==> config.mk <==
export PLATFORM = sky130hd
export DESIGN_NAME = skset_cell
export DESIGN_NICKNAME = d
export VERILOG_FILES = /design/src/sv/skset_pkg.sv /design/src/sv/skset_cell.sv
export SDC_FILE = /design/constraint.sdc
export NUM_CORES = 1
export LEC_CHECK = 0
export BUFFER_PORTS_ARGS = -buffer_cell sky130_fd_sc_hd__buf_2
export CAP_MARGIN = 10
export CORE_MARGIN = 5
export CORE_UTILIZATION = 43
export DETAILED_ROUTE_END_ITERATION = 6
export GPL_TIMING_DRIVEN = 0
export PLACE_DENSITY = 0.82
export SYNTH_ARGS = -nofsm -noshare
export SYNTH_HDL_FRONTEND = slang
export SYNTH_SLANG_ARGS = --single-unit
==> constraint.sdc <==
create_clock -name i_clk -period 4.28 [get_ports i_clk]
set_input_delay 0.856 -clock i_clk [delete_from_list [all_inputs] [get_ports i_clk]]
set_output_delay 0.856 -clock i_clk [all_outputs]
set_load 0.03 [all_outputs]
==> src/sv/skset_pkg.sv <==
// skset_pkg: command codes and the control structs of the sorted key set
// used by skset_cell and sorted_key_set; depends on nothing
package skset_pkg;

    localparam logic [1:0] CMD_SEARCH = 2'd0;
    localparam logic [1:0] CMD_INSERT = 2'd1;
    localparam logic [1:0] CMD_DELETE = 2'd2;

    localparam int unsigned COUNT_OUT_BITS = 7;

    // what a cell shows its neighbors besides its key
    typedef struct packed {
        logic occ;  // slot holds a key
        logic lt;   // held key is below the request key
    } t_link;

    // update applied to the whole chain in the execute cycle
    typedef struct packed {
        logic ins;
        logic del;
    } t_op;

endpackage

==> src/sv/skset_cell.sv <==
// skset_cell: one slot of the sorted chain, key register plus compare flags
// depends on skset_pkg; shifts with its neighbors on insert and delete
module skset_cell #(
    parameter int KEY_BITS = 32
) (
    input  logic                       i_clk,
    input  logic                       i_rst_n,
    input  logic                       i_cmp,
    input  logic signed [KEY_BITS-1:0] i_cmp_key,
    input  skset_pkg::t_op             i_op,
    input  logic signed [KEY_BITS-1:0] i_op_key,
    input  logic signed [KEY_BITS-1:0] i_prev_key,
    input  skset_pkg::t_link           i_prev,
    input  logic signed [KEY_BITS-1:0] i_next_key,
    input  skset_pkg::t_link           i_next,
    output logic signed [KEY_BITS-1:0] o_key,
    output skset_pkg::t_link           o_link,
    output logic                       o_eq
);
    import skset_pkg::*;

    logic signed [KEY_BITS-1:0] r_key, n_key;
    logic                       r_occ, n_occ;
    logic                       r_lt, n_lt;
    logic                       r_eq, n_eq;

    always_comb begin
        n_key = r_key;
        n_occ = r_occ;
        n_lt  = r_lt;
        n_eq  = r_eq;
        if (i_cmp) begin
            n_lt = r_occ && (r_key < i_cmp_key);
            n_eq = r_occ && (r_key == i_cmp_key);
        end else if (i_op.ins && !r_lt) begin
            // first slot not below the key takes it, the rest move up
            n_key = i_prev.lt ? i_op_key : i_prev_key;
            n_occ = r_occ | i_prev.occ;
        end else if (i_op.del && !r_lt) begin
            n_key = i_next_key;
            n_occ = i_next.occ;
        end
    end

    always_ff @(posedge i_clk) begin
        if (!i_rst_n) begin
            r_occ <= 1'b0;
            r_lt  <= 1'b0;
            r_eq  <= 1'b0;
        end else begin
            r_occ <= n_occ;
            r_lt  <= n_lt;
            r_eq  <= n_eq;
        end
    end

    always_ff @(posedge i_clk) begin
        r_key <= n_key;
    end

    assign o_key  = r_key;
    assign o_link = '{occ: r_occ, lt: r_lt};
    assign o_eq   = r_eq;

endmodule

Yosys cells after proc, flatten, opt, wreduce, memory -nomap -nowiden
Index checks and enable logic that the tools add are counted.
{"block": "totals", "inputBits": 137, "elab_cells": 20, "reg_bits": 35, "output_inout_bits": 35}
{"block": "classes", "n_reduce_logical": 7, "n_eq_ne": 1, "n_lt_le_gt_ge": 1, "mux": 5, "n_bitwise": 2}
{"op": "32-bit two-way mux", "count": 3}
{"op": "32-bit == test", "count": 1}
{"op": "32-bit less-than comparator", "count": 1}
{"op": "1-bit logical AND", "count": 4}
{"op": "1-bit two-way mux", "count": 2}
{"op": "2-bit AND reduction", "count": 1}
{"op": "2-bit nonzero test", "count": 1}
{"op": "1-bit zero test", "count": 1}
{"op": "1-bit inverter", "count": 1}
{"op": "1-bit bitwise OR", "count": 1}

Depth between registers and ports, before layout
{"block": "logic_depth", "word_depth": 4, "mapped_depth": 8}

Worst setup path before layout
OpenSTA, ideal clock, no wires.
{"block": "synth_path", "path_type": "input port to flip-flop", "start": "input port i_cmp", "end": "register r_key[0] (netlist: o_key[0]), enable pin", "stages": 1, "slack_ns": 0.582, "setup_time_ns": 0.466, "t_arrival_ns": 3.232, "path_cell_list": "nor3_1"}
{"block": "synth_between", "elab_chain_cells": 2}
{"item": "start, declared", "line": "skset_cell.sv:8", "text": "input logic i_cmp,"}
{"item": "1-bit inverter (no line)"}
{"item": "2-bit AND reduction (no line)"}
{"item": "end signal, assigned", "line": "skset_cell.sv:58", "text": "r_key <= n_key;"}
{"item": "end, declared", "line": "skset_cell.sv:22", "text": "logic signed [KEY_BITS-1:0] r_key, n_key;"}
No other way between the ends.
A chain may end at the register's enable or synchronous reset.

Worst setup path after layout
{"block": "layout_path", "start": "input port i_cmp_key[7]", "end": "register r_lt"}
{"block": "layout_between", "elab_chain_cells": 2}
{"item": "start, declared", "line": "skset_cell.sv:9", "text": "input logic signed [KEY_BITS-1:0] i_cmp_key,"}
{"item": "32-bit less-than comparator", "line": "skset_cell.sv:33", "text": "n_lt = r_occ && (r_key < i_cmp_key);"}
{"item": "1-bit logical AND", "line": "skset_cell.sv:33"}
{"item": "end signal, assigned", "line": "skset_cell.sv:52", "text": "r_lt <= n_lt;"}
{"item": "end, declared", "line": "skset_cell.sv:24", "text": "logic r_lt, n_lt;"}
No other way between the ends.

==> summary.md <==
| Metric | Value |
|---|---|
| Setup bufs post-CTS | `0` |
| Non-Filler Instances | `531` |
| Setup-failing EPs final | `0` |
| Synthesized instance count | `277` |
| RePlAce Congestion | `0.773` |
| Number of flops mapped to enable cells by yosys | `32` |
| WL final | `7.69 mm` |
| Hold slack | `0.480 ns` |
| Multi-input logic area | `0.00138 sq mm` |
| Worst Path Buf+Inv | `2` |
| PD cells | `262 mW/mm^2` |
| RSZ-0062 raised after global routing | `no` |
| Synth top area share | `37.3%` |
| DR vias | `2640` |
| Final period utilization | `55.1%` |
| Crit. End Element | `register` |
| Clk_lat worst skew | `0.29 ns` |
| Largest net degree at the start of global routing | `14` |
| Final Cell Area | `0.00362 sq mm` |
| Worst path slowest cell | `a221o_1` |
| Vias in the first global route | `2658` |
| Asr flop ratio synth | `0%` |
| Initial antenna violation count | `0` |
| Pre-antenna DRT Iters | `6` |
| Die Y | `87.4 microns` |
| Post-DR wirelength/cell | `14.5 microns` |
| Post-Syn Area | `0.00257 sq mm` |
| Die Area | `0.00763 sq mm` |
| Status | `complete, no violations` |
| Leakage power | `1.92 nW` |
| Fin. max-slew vios | `0` |
| Max Cap Violations | `0` |
| WP data required | `4.51 ns` |
| Hold violation total from the final report | `0` |
| Post-CTS sizing | `0` |
| Core area | `0.00589 sq mm` |
| CTS Root Cell | `clkbuf_8` |
| Clock slew at the register clock pins of the worst setup and hold paths | `0.07 ns` |
| Syn_area_per_cell | `9.29 sq um` |
| F_max | `424 MHz` |
| Fin nets | `624` |
| Final Critical Period | `2.36 ns` |
| Number of diodes | `0` |
| I/O Pins | `172` |
| First-pass GRT wire length | `11.6 mm` |
| Number of clock sinks | `35` |
| CP max FO | `2` |
| Max_slew headroom | `43.6%` |
| Post-synth top cells | `nand2_1 (44), o21ai_0 (35)` |
| CTS tree | `done` |
| Remaining global-route overflow | `0` |
| Critical setup path kind | `input port to register` |
| H-tree Lvls | `2` |
| Clk_skew | `0.00460 ns` |
| Initial Utilization | `43.7%` |
| Post-placement cell count | `523` |
| Max VDD drop | `0.000131 V` |
| Crit path arrival time | `2.59 ns` |
| Count leader, synth | `nand2_1` |
| Seq/Total Area, Yosys | `39.7%` |
| DR iter-0 viols | `97` |
| Synth Register Bits | `35` |
| Port bufs | `169` |
| Yosys Warn Count | `0` |
| FF/Latch Area | `0.00102 sq mm` |
| Dominant synthesized flop cell | `edfxtp_1` |
| Worst slew pin tran | `0.842 ns` |
| # DRC | `0` |
| HPWL after detailed placement | `6.55 mm` |
| DR vias/cell | `4.97` |
| All-Layer GR Usage | `19.5%` |
| Area growth from synthesis to layout | `40.5%` |
| Row count | `28` |
| Syn_nets | `446` |
| Share of cells above drive strength 1 | `40.1%` |
| Cell Chain, Critical Path | `buf_2 -> inv_1 -> ha_1 -> a21oi_1 -> o21ai_0 -> a221o_1 -> o31a_1 -> or3_1 -> nand2_1` |
| Hold Crit Class | `register to register` |
| Count of cell types in the netlist | `28` |
| Post-route ant nets | `0` |
| Die width | `87.4 microns` |
| Layout fillers | `529` |
| Placed cell areas | `0.00354 sq mm` |
| Num CTS Buffers | `5` |
| Clk buf depth | `2` |
| Crit-path max cell delay | `0.35 ns` |
| Largest area contributor in the netlist | `edfxtp_1` |
| Synth area leaders | `edfxtp_1 (37%), ha_1 (16%), mux2i_1 (12%), o21ai_0 (6.8%), nand2_1 (6.4%)` |
| Startpoint Class | `input port` |
| Crit path max-delay family | `compound AO/OA/AOI/OAI gates` |
| Hold-fix buffers, CTS | `0` |
==> worst register-to-register path, delay by kind of cell (launching register included) <==
family | cells | cell delay [ns]
adder cells (fa/ha/maj) | 1 | 0.31
flip-flops | 1 | 0.41
AND/OR/NAND/NOR | 2 | 0.41
AO/OA/AOI/OAI | 4 | 0.92
==> report_power, final <==
group | total (mW) | switching [mW] | leakage (nW) | internal [mW]
Combinational | 0.298 | 0.172 | 1.55 | 0.126
Sequential | 0.423 | 0.0148 | 0.334 | 0.408
Clock | 0.229 | 0.118 | 0.0403 | 0.111
Total | 0.949 | 0.304 | 1.92 | 0.645
==> registers in the layout (all words and copies together) (netlist names) <==
register / count
r_occ: 1
o_key: 32
o_eq: 1
r_lt: 1
==> layout by cell type (no fill, tap or decap), types with 2 or more instances in the layout <==
| cell type | count |
|---|---|
| nand3_1 | 4 |
| o211ai_1 | 2 |
| o21ai_0 | 35 |
| nand2b_1 | 3 |
| mux2i_1 | 32 |
| ha_1 | 32 |
| clkbuf_1 | 9 |
| buf_2 | 172 |
| nor4_1 | 2 |
| edfxtp_1 | 32 |
| dfxtp_1 | 3 |
| nand2_1 | 44 |
| clkbuf_8 | 5 |
| inv_1 | 32 |
| nor2_1 | 8 |
| a21oi_1 | 14 |
| nand4_1 | 8 |
| clkinv_1 | 2 |
| buf_4 | 3 |
| a21boi_0 | 2 |
==> cell families after synthesis <==
logic type | after synthesis | share of synthesized area, %
compound gates | 59 | 12.6
flops | 35 | 39.7
buf+inv | 45 | 7.00
simple gates | 74 | 12.7
fa+ha+maj | 32 | 15.6
mux | 32 | 12.4
==> layout make-up <==
class                   instances  area share, %
clock buffers                   6           2.01
clock inverters                 2          0.208
well taps                      75           2.59
flip-flops and latches         35           28.2
plain buffers                  13           1.66
repair buffers                171           23.9
multi-input cells             197           38.1
inverters                      32           3.32
==> routing by layer <==
layer | track usage (%) | up-vias | wire length [microns]
met4 | 5.86 | 0 | 121
met3 | 4.26 | 12 | 663
met5 | 0 | - | 0
met2 | 37.7 | 112 | 4110
met1 | 20.6 | 1180 | 2790
li1 | - | 1336 | -
==> final timing paths <==
check | start | to | slack (ns) | depth (start not counted)
max | i_cmp_key[7] | r_lt | 1.92 | 9
min | o_eq | o_eq | 0.48 | 2
max reg2reg | o_key[7] | r_lt | 2.17 | 7
min reg2reg | o_eq | o_eq | 0.48 | 2
==> stage by stage <==
stage               TNS [ns]  utilization, %  power [mW]  setup WS, ns
detailed placement         0            60.1       0.730          1.59
global route               0            61.5        1.00          1.77
floorplan                  0               -       0.603         0.582
finish                     0            61.5       0.949          1.92
global placement      -17.13            59.7       0.716        -0.522
CTS                        0            61.5       0.953          1.89
(Power assumes the default switching activity.)
